[src/hw/rtl/phu_pkg.sv]
// ----------------------------------------------------------------------------
// phu_pkg
// Shared widths, constants, types and the arctangent table for the phase
// unwrapper.
// ----------------------------------------------------------------------------
package phu_pkg;

   localparam int SAMPLE_WIDTH      = 24;
   localparam int ANGLE_BITS        = 16;
   localparam int CORDIC_ITERATIONS = 16;
   localparam int TURN_COUNT_WIDTH  = 16;

   localparam int GUARD_SHIFT  = 40 - SAMPLE_WIDTH;
   // magnitude plus guard bits, two bits of CORDIC growth and a sign bit
   localparam int CORDIC_WIDTH = SAMPLE_WIDTH + GUARD_SHIFT + 3;
   localparam int ANGLE_ACC_WIDTH = 34;
   localparam int ITER_BITS    = (CORDIC_ITERATIONS > 1) ? $clog2(CORDIC_ITERATIONS) : 1;
   localparam int PHASE_WIDTH  = ANGLE_BITS + 1;
   localparam int UNWRAP_WIDTH = ANGLE_BITS + TURN_COUNT_WIDTH + 1;

   localparam int CSR_ADDR_WIDTH = 3;
   localparam int CSR_DATA_WIDTH = 32;
   localparam logic CSR_IDX_JUMP_THRESHOLD = 1'b0;

   localparam longint THRESH_RESET_L = ((longint'(280) << ANGLE_BITS) + 180) / 360;
   localparam logic [ANGLE_BITS-1:0] THRESH_RESET = THRESH_RESET_L[ANGLE_BITS-1:0];

   localparam logic signed [PHASE_WIDTH-1:0] HALF_TURN =
      PHASE_WIDTH'(longint'(1) << (ANGLE_BITS - 1));
   localparam logic signed [PHASE_WIDTH-1:0] QUARTER_TURN =
      PHASE_WIDTH'(longint'(1) << (ANGLE_BITS - 2));
   localparam logic signed [TURN_COUNT_WIDTH-1:0] TURN_MAX =
      TURN_COUNT_WIDTH'((longint'(1) << (TURN_COUNT_WIDTH - 1)) - 1);
   localparam logic signed [TURN_COUNT_WIDTH-1:0] TURN_MIN =
      TURN_COUNT_WIDTH'(-(longint'(1) << (TURN_COUNT_WIDTH - 1)));
   localparam logic signed [ANGLE_ACC_WIDTH-1:0] ANGLE_ROUND =
      ANGLE_ACC_WIDTH'(longint'(1) << (31 - ANGLE_BITS));

   typedef enum logic [1:0] {
      PHU_IDLE,
      PHU_ITER,
      PHU_RESOLVE
   } phu_state_type;

   // round(atan(2^-i) / (2 pi) * 2^32)
   function automatic logic signed [ANGLE_ACC_WIDTH-1:0] phu_atan(input logic [4:0] idx);
      logic signed [ANGLE_ACC_WIDTH-1:0] val;
      unique case (idx)
         5'd0:    val = 34'sd536870912;
         5'd1:    val = 34'sd316933406;
         5'd2:    val = 34'sd167458907;
         5'd3:    val = 34'sd85004756;
         5'd4:    val = 34'sd42667331;
         5'd5:    val = 34'sd21354465;
         5'd6:    val = 34'sd10679838;
         5'd7:    val = 34'sd5340245;
         5'd8:    val = 34'sd2670163;
         5'd9:    val = 34'sd1335087;
         5'd10:   val = 34'sd667544;
         5'd11:   val = 34'sd333772;
         5'd12:   val = 34'sd166886;
         5'd13:   val = 34'sd83443;
         5'd14:   val = 34'sd41722;
         5'd15:   val = 34'sd20861;
         5'd16:   val = 34'sd10430;
         5'd17:   val = 34'sd5215;
         5'd18:   val = 34'sd2608;
         5'd19:   val = 34'sd1304;
         5'd20:   val = 34'sd652;
         5'd21:   val = 34'sd326;
         5'd22:   val = 34'sd163;
         5'd23:   val = 34'sd81;
         default: val = '0;
      endcase
      return val;
   endfunction

endpackage

[src/hw/rtl/phu_req_if.sv]
// ----------------------------------------------------------------------------
// phu_req_if
// Sample channel into the phase unwrapper: valid, ready and one complex sample.
// ----------------------------------------------------------------------------
interface phu_req_if;
   import phu_pkg::*;

   logic                           valid;
   logic                           ready;
   logic signed [SAMPLE_WIDTH-1:0] real_part;
   logic signed [SAMPLE_WIDTH-1:0] imag_part;
   logic                           restart;

   modport source (output valid, output real_part, output imag_part, output restart,
                   input ready);
   modport sink   (input valid, input real_part, input imag_part, input restart,
                   output ready);
endinterface

[src/hw/rtl/phu_rsp_if.sv]
// ----------------------------------------------------------------------------
// phu_rsp_if
// Result channel out of the phase unwrapper: valid, ready and one phase result.
// ----------------------------------------------------------------------------
interface phu_rsp_if;
   import phu_pkg::*;

   logic                               valid;
   logic                               ready;
   logic signed [UNWRAP_WIDTH-1:0]     unwrapped_phase;
   logic signed [PHASE_WIDTH-1:0]      wrapped_phase;
   logic signed [TURN_COUNT_WIDTH-1:0] turn_count;
   logic                               indeterminate;

   modport source (output valid, output unwrapped_phase, output wrapped_phase,
                   output turn_count, output indeterminate, input ready);
   modport sink   (input valid, input unwrapped_phase, input wrapped_phase,
                   input turn_count, input indeterminate, output ready);
endinterface

[src/hw/rtl/phase_unwrapper.sv]
// ----------------------------------------------------------------------------
// phase_unwrapper
// CORDIC vectoring atan2 of a complex sample followed by phase unwrapping with
// a saturating turn count.
//
//   channel    direction  transaction
//   req_chan   in         real_part, imag_part, restart
//   rsp_chan   out        unwrapped_phase, wrapped_phase, turn_count, indeterminate
//   csr_*      in/out     APB register access, jump_threshold at byte 0
//
// A sample passes through a load step, the CORDIC iterations on the shared
// add/shift unit and an unwrap step. Samples on an axis or at the origin skip
// the iterations.
// Reset clears the sequencer, the phase history and the turn count, and
// restores the default jump threshold. A result waits in the output register
// while the next sample is taken; the unwrap step holds only when that
// register is still occupied.
// ----------------------------------------------------------------------------
module phase_unwrapper (
   input  logic                                clock,
   input  logic                                reset,
   phu_req_if.sink                             req_chan,
   phu_rsp_if.source                           rsp_chan,
   input  logic                                csr_psel,
   input  logic                                csr_penable,
   input  logic                                csr_pwrite,
   input  logic [phu_pkg::CSR_ADDR_WIDTH-1:0]  csr_paddr,
   input  logic [phu_pkg::CSR_DATA_WIDTH-1:0]  csr_pwdata,
   output logic [phu_pkg::CSR_DATA_WIDTH-1:0]  csr_prdata,
   output logic                                csr_pready
);
   import phu_pkg::*;

   phu_state_type state_ff, state_in;

   logic [ANGLE_BITS-1:0] thresh_ff, thresh_in;

   // captured sample description
   logic re_neg_ff, im_neg_ff, re_zero_ff, im_zero_ff, restart_ff;

   logic signed [CORDIC_WIDTH-1:0]    x_ff, x_in, y_ff, y_in;
   logic signed [ANGLE_ACC_WIDTH-1:0] z_ff, z_in;
   logic [ITER_BITS-1:0]              iter_ff, iter_in;

   logic signed [PHASE_WIDTH-1:0]      prev_ff, prev_in;
   logic signed [TURN_COUNT_WIDTH-1:0] turns_ff, turns_in;

   logic                               rsp_valid_ff, rsp_valid_in;
   logic signed [UNWRAP_WIDTH-1:0]     out_unwrap_ff;
   logic signed [PHASE_WIDTH-1:0]      out_phase_ff;
   logic signed [TURN_COUNT_WIDTH-1:0] out_turns_ff;
   logic                               out_indet_ff;

   logic accept, load, iterate, resolve, last_iter, axis_case;

   logic [SAMPLE_WIDTH-1:0] re_mag, im_mag;
   logic signed [CORDIC_WIDTH-1:0] dx, dy;

   logic signed [ANGLE_ACC_WIDTH-1:0] z_round, t_full;
   logic signed [PHASE_WIDTH-1:0]     t_angle, phase, prev_eff, cand;
   logic signed [TURN_COUNT_WIDTH-1:0] turns_eff, turns_new;
   logic signed [PHASE_WIDTH:0]       diff;
   logic [PHASE_WIDTH-1:0]            diff_abs;
   logic                              indet, jump;
   logic signed [UNWRAP_WIDTH-1:0]    unwrapped;

   logic csr_write;

   // ---------------- configuration port ----------------
   assign csr_pready = 1'b1;
   assign csr_write  = csr_psel && csr_penable && csr_pwrite && csr_pready;

   always_comb begin
      thresh_in = thresh_ff;
      if (csr_write && (csr_paddr[CSR_ADDR_WIDTH-1] == CSR_IDX_JUMP_THRESHOLD)) begin
         thresh_in = csr_pwdata[ANGLE_BITS-1:0];
      end
   end

   always_comb begin
      csr_prdata = '0;
      if (csr_paddr[CSR_ADDR_WIDTH-1] == CSR_IDX_JUMP_THRESHOLD) begin
         csr_prdata = CSR_DATA_WIDTH'(thresh_ff);
      end
   end

   // ---------------- sequencer ----------------
   assign accept    = req_chan.valid && req_chan.ready;
   assign last_iter = (iter_ff == ITER_BITS'(CORDIC_ITERATIONS - 1));
   assign axis_case = (req_chan.real_part == '0) || (req_chan.imag_part == '0);

   always_comb begin
      state_in = state_ff;
      unique case (state_ff)
         PHU_IDLE: begin
            if (accept) begin
               state_in = axis_case ? PHU_RESOLVE : PHU_ITER;
            end
         end
         PHU_ITER: begin
            if (last_iter) begin
               state_in = PHU_RESOLVE;
            end
         end
         PHU_RESOLVE: begin
            if (!rsp_valid_ff || rsp_chan.ready) begin
               state_in = PHU_IDLE;
            end
         end
         default: state_in = PHU_IDLE;
      endcase
   end

   always_comb begin
      req_chan.ready = 1'b0;
      iterate        = 1'b0;
      resolve        = 1'b0;
      unique case (state_ff)
         PHU_IDLE:    req_chan.ready = 1'b1;
         PHU_ITER:    iterate = 1'b1;
         PHU_RESOLVE: resolve = !rsp_valid_ff || rsp_chan.ready;
         default:     req_chan.ready = 1'b0;
      endcase
   end

   assign load = accept;

   // ---------------- shared CORDIC unit ----------------
   assign re_mag = req_chan.real_part[SAMPLE_WIDTH-1] ?
                   SAMPLE_WIDTH'(-req_chan.real_part) : SAMPLE_WIDTH'(req_chan.real_part);
   assign im_mag = req_chan.imag_part[SAMPLE_WIDTH-1] ?
                   SAMPLE_WIDTH'(-req_chan.imag_part) : SAMPLE_WIDTH'(req_chan.imag_part);

   assign dx = y_ff >>> iter_ff;
   assign dy = x_ff >>> iter_ff;

   always_comb begin
      x_in    = x_ff;
      y_in    = y_ff;
      z_in    = z_ff;
      iter_in = iter_ff;
      if (load) begin
         x_in    = CORDIC_WIDTH'({re_mag, {GUARD_SHIFT{1'b0}}});
         y_in    = CORDIC_WIDTH'({im_mag, {GUARD_SHIFT{1'b0}}});
         z_in    = '0;
         iter_in = '0;
      end else if (iterate) begin
         // rotate toward the real axis; zero counts as above it
         if (!y_ff[CORDIC_WIDTH-1]) begin
            x_in = x_ff + dx;
            y_in = y_ff - dy;
            z_in = z_ff + phu_atan(5'(iter_ff));
         end else begin
            x_in = x_ff - dx;
            y_in = y_ff + dy;
            z_in = z_ff - phu_atan(5'(iter_ff));
         end
         iter_in = iter_ff + 1'b1;
      end
   end

   // ---------------- unwrap step ----------------
   assign z_round = z_ff + ANGLE_ROUND;
   assign t_full  = z_round >>> (32 - ANGLE_BITS);

   always_comb begin
      if (z_ff < 0) begin
         t_angle = '0;
      end else if (t_full > ANGLE_ACC_WIDTH'(QUARTER_TURN)) begin
         t_angle = QUARTER_TURN;
      end else begin
         t_angle = t_full[PHASE_WIDTH-1:0];
      end
   end

   assign prev_eff  = restart_ff ? '0 : prev_ff;
   assign turns_eff = restart_ff ? '0 : turns_ff;
   assign indet     = re_zero_ff && im_zero_ff;

   always_comb begin
      priority if (indet) begin
         cand = prev_eff;
      end else if (im_zero_ff) begin
         cand = re_neg_ff ? HALF_TURN : '0;
      end else if (re_zero_ff) begin
         cand = im_neg_ff ? -QUARTER_TURN : QUARTER_TURN;
      end else if (!im_neg_ff) begin
         cand = re_neg_ff ? HALF_TURN - t_angle : t_angle;
      end else begin
         cand = re_neg_ff ? t_angle - HALF_TURN : -t_angle;
      end
      // report minus half turn as plus half turn
      phase = (cand == -HALF_TURN) ? HALF_TURN : cand;
   end

   assign diff     = {phase[PHASE_WIDTH-1], phase} - {prev_eff[PHASE_WIDTH-1], prev_eff};
   assign diff_abs = diff[PHASE_WIDTH] ? PHASE_WIDTH'(-diff) : diff[PHASE_WIDTH-1:0];
   assign jump     = !indet && (diff_abs > {1'b0, thresh_ff});

   always_comb begin
      turns_new = turns_eff;
      if (jump) begin
         priority if (phase < 0) begin
            if (turns_eff != TURN_MAX) begin
               turns_new = turns_eff + 1'b1;
            end
         end else if (phase > 0) begin
            if (turns_eff != TURN_MIN) begin
               turns_new = turns_eff - 1'b1;
            end
         end else begin
            turns_new = turns_eff;
         end
      end
   end

   assign unwrapped = {{TURN_COUNT_WIDTH{phase[PHASE_WIDTH-1]}}, phase}
                    + {turns_new[TURN_COUNT_WIDTH-1], turns_new, {ANGLE_BITS{1'b0}}};

   always_comb begin
      prev_in      = prev_ff;
      turns_in     = turns_ff;
      rsp_valid_in = rsp_valid_ff;
      if (rsp_chan.ready) begin
         rsp_valid_in = 1'b0;
      end
      if (resolve) begin
         prev_in      = phase;
         turns_in     = turns_new;
         rsp_valid_in = 1'b1;
      end
   end

   // ---------------- registers ----------------
   always_ff @(posedge clock) begin
      if (reset) begin
         state_ff     <= PHU_IDLE;
         thresh_ff    <= THRESH_RESET;
         prev_ff      <= '0;
         turns_ff     <= '0;
         rsp_valid_ff <= 1'b0;
      end else begin
         state_ff     <= state_in;
         thresh_ff    <= thresh_in;
         prev_ff      <= prev_in;
         turns_ff     <= turns_in;
         rsp_valid_ff <= rsp_valid_in;
      end
   end

   always_ff @(posedge clock) begin
      x_ff    <= x_in;
      y_ff    <= y_in;
      z_ff    <= z_in;
      iter_ff <= iter_in;
      if (load) begin
         re_neg_ff  <= req_chan.real_part[SAMPLE_WIDTH-1];
         im_neg_ff  <= req_chan.imag_part[SAMPLE_WIDTH-1];
         re_zero_ff <= (req_chan.real_part == '0);
         im_zero_ff <= (req_chan.imag_part == '0);
         restart_ff <= req_chan.restart;
      end
      if (resolve) begin
         out_unwrap_ff <= unwrapped;
         out_phase_ff  <= phase;
         out_turns_ff  <= turns_new;
         out_indet_ff  <= indet;
      end
   end

   assign rsp_chan.valid           = rsp_valid_ff;
   assign rsp_chan.unwrapped_phase = out_unwrap_ff;
   assign rsp_chan.wrapped_phase   = out_phase_ff;
   assign rsp_chan.turn_count      = out_turns_ff;
   assign rsp_chan.indeterminate   = out_indet_ff;

endmodule

[src/flat_wrapper.sv]
// flat-port wrapper written by rule: the top's interface ports become plain ports
module phase_unwrapper_flat import phu_pkg::*;
  (clock, reset, csr_psel, csr_penable, csr_pwrite, csr_paddr, csr_pwdata, csr_prdata, csr_pready, req_chan_valid, req_chan_real_part, req_chan_imag_part, req_chan_restart, req_chan_ready, rsp_chan_valid, rsp_chan_unwrapped_phase, rsp_chan_wrapped_phase, rsp_chan_turn_count, rsp_chan_indeterminate, rsp_chan_ready);
  phu_req_if req_chan_i ();
  phu_rsp_if rsp_chan_i ();
  input  logic clock;
  input  logic reset;
  input  logic csr_psel;
  input  logic csr_penable;
  input  logic csr_pwrite;
  input  logic [phu_pkg::CSR_ADDR_WIDTH-1:0] csr_paddr;
  input  logic [phu_pkg::CSR_DATA_WIDTH-1:0] csr_pwdata;
  output logic [phu_pkg::CSR_DATA_WIDTH-1:0] csr_prdata;
  output logic csr_pready;
  input wire logic [$bits(req_chan_i.valid)-1:0] req_chan_valid;
  input wire logic [$bits(req_chan_i.real_part)-1:0] req_chan_real_part;
  input wire logic [$bits(req_chan_i.imag_part)-1:0] req_chan_imag_part;
  input wire logic [$bits(req_chan_i.restart)-1:0] req_chan_restart;
  output wire logic [$bits(req_chan_i.ready)-1:0] req_chan_ready;
  output wire logic [$bits(rsp_chan_i.valid)-1:0] rsp_chan_valid;
  output wire logic [$bits(rsp_chan_i.unwrapped_phase)-1:0] rsp_chan_unwrapped_phase;
  output wire logic [$bits(rsp_chan_i.wrapped_phase)-1:0] rsp_chan_wrapped_phase;
  output wire logic [$bits(rsp_chan_i.turn_count)-1:0] rsp_chan_turn_count;
  output wire logic [$bits(rsp_chan_i.indeterminate)-1:0] rsp_chan_indeterminate;
  input wire logic [$bits(rsp_chan_i.ready)-1:0] rsp_chan_ready;
  assign req_chan_i.valid = req_chan_valid;
  assign req_chan_i.real_part = req_chan_real_part;
  assign req_chan_i.imag_part = req_chan_imag_part;
  assign req_chan_i.restart = req_chan_restart;
  assign req_chan_ready = req_chan_i.ready;
  assign rsp_chan_valid = rsp_chan_i.valid;
  assign rsp_chan_unwrapped_phase = rsp_chan_i.unwrapped_phase;
  assign rsp_chan_wrapped_phase = rsp_chan_i.wrapped_phase;
  assign rsp_chan_turn_count = rsp_chan_i.turn_count;
  assign rsp_chan_indeterminate = rsp_chan_i.indeterminate;
  assign rsp_chan_i.ready = rsp_chan_ready;
  phase_unwrapper u_core (.clock(clock), .reset(reset), .req_chan(req_chan_i), .rsp_chan(rsp_chan_i), .csr_psel(csr_psel), .csr_penable(csr_penable), .csr_pwrite(csr_pwrite), .csr_paddr(csr_paddr), .csr_pwdata(csr_pwdata), .csr_prdata(csr_prdata), .csr_pready(csr_pready));
endmodule
[config.mk]
export PLATFORM = sky130hd
export DESIGN_NAME = phase_unwrapper_flat
export DESIGN_NICKNAME = d
export VERILOG_FILES = /design/src/hw/rtl/phu_pkg.sv /design/src/hw/rtl/phu_req_if.sv /design/src/hw/rtl/phu_rsp_if.sv /design/src/hw/rtl/phase_unwrapper.sv /design/src/flat_wrapper.sv
export SDC_FILE = /design/constraint.sdc
export NUM_CORES = 1
export LEC_CHECK = 0
export BUFFER_PORTS_ARGS = -buffer_cell sky130_fd_sc_hd__buf_2
export CAP_MARGIN = 15
export CORE_MARGIN = 3
export CORE_UTILIZATION = 65
export CTS_CLUSTER_SIZE = 10
export DETAILED_ROUTE_END_ITERATION = 12
export PLACE_DENSITY = 0.89
export SLEW_MARGIN = 20
export SYNTH_ARGS = -nofsm -noshare
export SYNTH_HDL_FRONTEND = slang
export SYNTH_SLANG_ARGS = --single-unit
[constraint.sdc]
create_clock -name clock -period 20.9 [get_ports clock]
set_input_delay 4.18 -clock clock [delete_from_list [all_inputs] [get_ports clock]]
set_output_delay 4.18 -clock clock [all_outputs]
set_load 0.05 [all_outputs]
==> results.py <==
metrics = {
    "synthesis": {
        "synth_area_um2": 26820,
        "synthArstFlopShare": 0,
        "ys_seq_area_frac": 0.2344,
        "synth_top_area_share": 0.1179,
        "yosys_warnings": 0,
        "syn-instance-count": 3292,
        "ys_types": 104,
        "avgSynthCellArea_um2": 8.148,
        "synth_top_cell_by_area": "dfxtp_1",
        "synth_top_flop_cell": "dfxtp_1",
        "synth_area_leaders": "dfxtp_1, edfxtp_1, ha_1",
        "ys_ff_latch": 262,
        "synth_edf_count": 104,
    },
    "route": {
        "drc_errors": 0,
        "routed_via_density": 6.622,
        "via_count": 25660,
        "ant_nets": 0,
        "drt-wirelength-per-cell_um": 19.67,
        "drtIter0Drc": 2374,
        "dr.pass1.iters": 6,
        "drt-total-wl_mm": 76.23,
    },
    "place": {
        "placed_area_um2": 27520,
        "portBuffers": 157,
        "dp_cells": 3812,
        "place.detailed.hpwl_mm": 56.16,
        "routabilityCongestion": 1.003,
    },
    "grt": {
        "grt_pass1_wl_mm": 122.6,
        "grt_pass1_vias": 24439,
        "grt_max_degree": 109,
        "grt_overflow": 0,
        "antenna_found_initial": 1,
        "grt.total_usage": 0.3340,
    },
    "sta": {
        "holdWs_ns": 0.4617,
        "period_minus_slack_ns": 13.65,
        "setup-tns-final_ns": 0,
        "max_slew_margin": 0.2942,
        "finalSetupViolations": 0,
        "period_share": 0.6532,
        "fmax_mhz": 73.25,
        "hold_viol": 0,
        "slew_violations": 0,
        "worstMarginPinSlew_ns": 1.059,
        "fin_skew_ns": 0.03367,
        "rsz0062_at_grt": "false",
    },
    "critical_path": {
        "required_ns": 21.22,
        "critPathKind": "reg2reg",
        "endpoint_kind": "flop",
        "cp-start-kind": "flop",
        "cpMostUsedCell": "o21ai_0",
        "slowest_delay_ns": 0.86,
        "cp_max_fo": 18,
        "worst_ep_arrival_time_ns": 13.97,
        "crit_slowest_cell": "o41ai_4",
    },
    "die": {
        "dieArea_um2": 43740,
        "die_x_um": 209.1,
        "row_count": 73,
        "initial_core_util": 0.6659,
        "core_area_um2": 40280,
        "ios": 193,
        "die_h_um": 209.1,
    },
    "clock_network": {
        "tritoncts": "done",
        "clock-sinks": 262,
        "clock_path_buffers": 3,
        "clock-root-buffer": "clkbuf_16",
        "cts-resized-gates": 0,
        "clk_latency_ns": 0.57,
        "numCtsBuffers": 35,
        "cts_hold_buffers": 0,
        "post_cts_buffers": 0,
        "h-tree-depth": 2,
        "clk_pin_slew_ns": 0.06,
    },
    "job": {
        "maxCapViolCount": 0,
    },
    "finish": {
        "final_nets": 3603,
        "drive_gt1_frac": 0.1215,
        "finalNonFillerCells": 3875,
        "layout_commonest_cell": "nand2_1",
        "layout_common_cells": "nand2_1, nor2_1, a21oi_1, o21ai_0, ha_1",
        "areaGrowthSynthToFinish_pct": 6.731,
        "final_area_um2": 28630,
    },
    "status": {
        "status": "completed",
    },
    "min_path": {
        "worstHoldPathType": "reg2reg",
    },
}
## cell type report
type / instances / area [µm²]
multi-input combinational: 2731 / 19200
fill: 3136 / 11650
sequential: 262 / 6300
clock buffer: 53 / 1016
timing repair buffer: 174 / 917.1
tap: 525 / 656.9
inverter: 120 / 452.9
clock inverter: 9 / 86.33
antenna: 1 / 2.502
## path summary, 6_finish.rpt
kind	start	to	slack, ns	depth (start not counted)
min	u_core.thresh_ff[7]	u_core.thresh_ff[7]	0.46	2
min reg2reg	u_core.thresh_ff[7]	u_core.thresh_ff[7]	0.46	2
max reg2reg	u_core.z_ff[16]	u_core.rsp_chan.unwrapped_phase[32]	7.25	53
max	u_core.z_ff[16]	u_core.rsp_chan.unwrapped_phase[32]	7.25	53
## stage by stage
step	utilization	worst slack, ns
2_1_floorplan	-	9.928
3_3_place_gp	0.6832	7.903
3_5_place_dp	0.6832	7.575
4_1_cts	0.7106	7.393
5_1_grt	0.7107	6.064
6_report	0.7107	7.249
## Yosys cell counts, drive strengths merged, types with 16 or more instances
| cell type | number |
|---|---|
| a211oi | 22 |
| a21o | 43 |
| a21oi | 239 |
| a31oi | 45 |
| and2 | 35 |
| and3 | 43 |
| buf | 87 |
| clkbuf | 107 |
| dfxtp | 158 |
| edfxtp | 104 |
| ha | 184 |
| inv | 120 |
| mux2 | 29 |
| mux2i | 69 |
| mux4 | 79 |
| nand2 | 354 |
| nand2b | 59 |
| nand3 | 93 |
| nand3b | 16 |
| nand4 | 25 |
| nor2 | 292 |
| nor2b | 45 |
| nor3 | 60 |
| o211ai | 23 |
| o21a | 43 |
| o21ai | 247 |
| o21bai | 21 |
| o22ai | 49 |
| o31ai | 33 |
| or2 | 25 |
| or3 | 21 |
| xnor2 | 182 |
| xor2 | 139 |
## metal layers
metal  vias up  routed length, µm  GRT usage
met5         -                  0          0
met4         0               3989     0.1591
met3       262               5358    0.04879
met2      1201              36890     0.5784
met1     12152              29990     0.4087
li1      12045                  -          -
## worst max-delay path, delay by kind of cell, from the launching register on
| family | cells | cell delay, ns |
|---|---|---|
| muxes | 1 | 0.37 |
| DFF | 1 | 0.47 |
| xor gates and xnor gates | 1 | 0.20 |
| buffers and inverters | 2 | 0.80 |
| adders and majority gates | 5 | 1.81 |
| AOI/OAI and AO/OA | 31 | 7.17 |
| and+or+nand+nor | 13 | 2.59 |
## cells by family after synthesis
kind of cell	Yosys count	synth area share
simple gates	1126	0.2030
compound gates	902	0.2119
xor+xnor	321	0.1048
buf+inv	314	0.05262
flops	262	0.2344
fa+ha+maj	188	0.08881
mux	177	0.1043
other cells	2	0.0002800
Power is left out: the tool's default activity adds up to more than one toggle a clock period on the data nets, which glitch-free logic cannot reach.
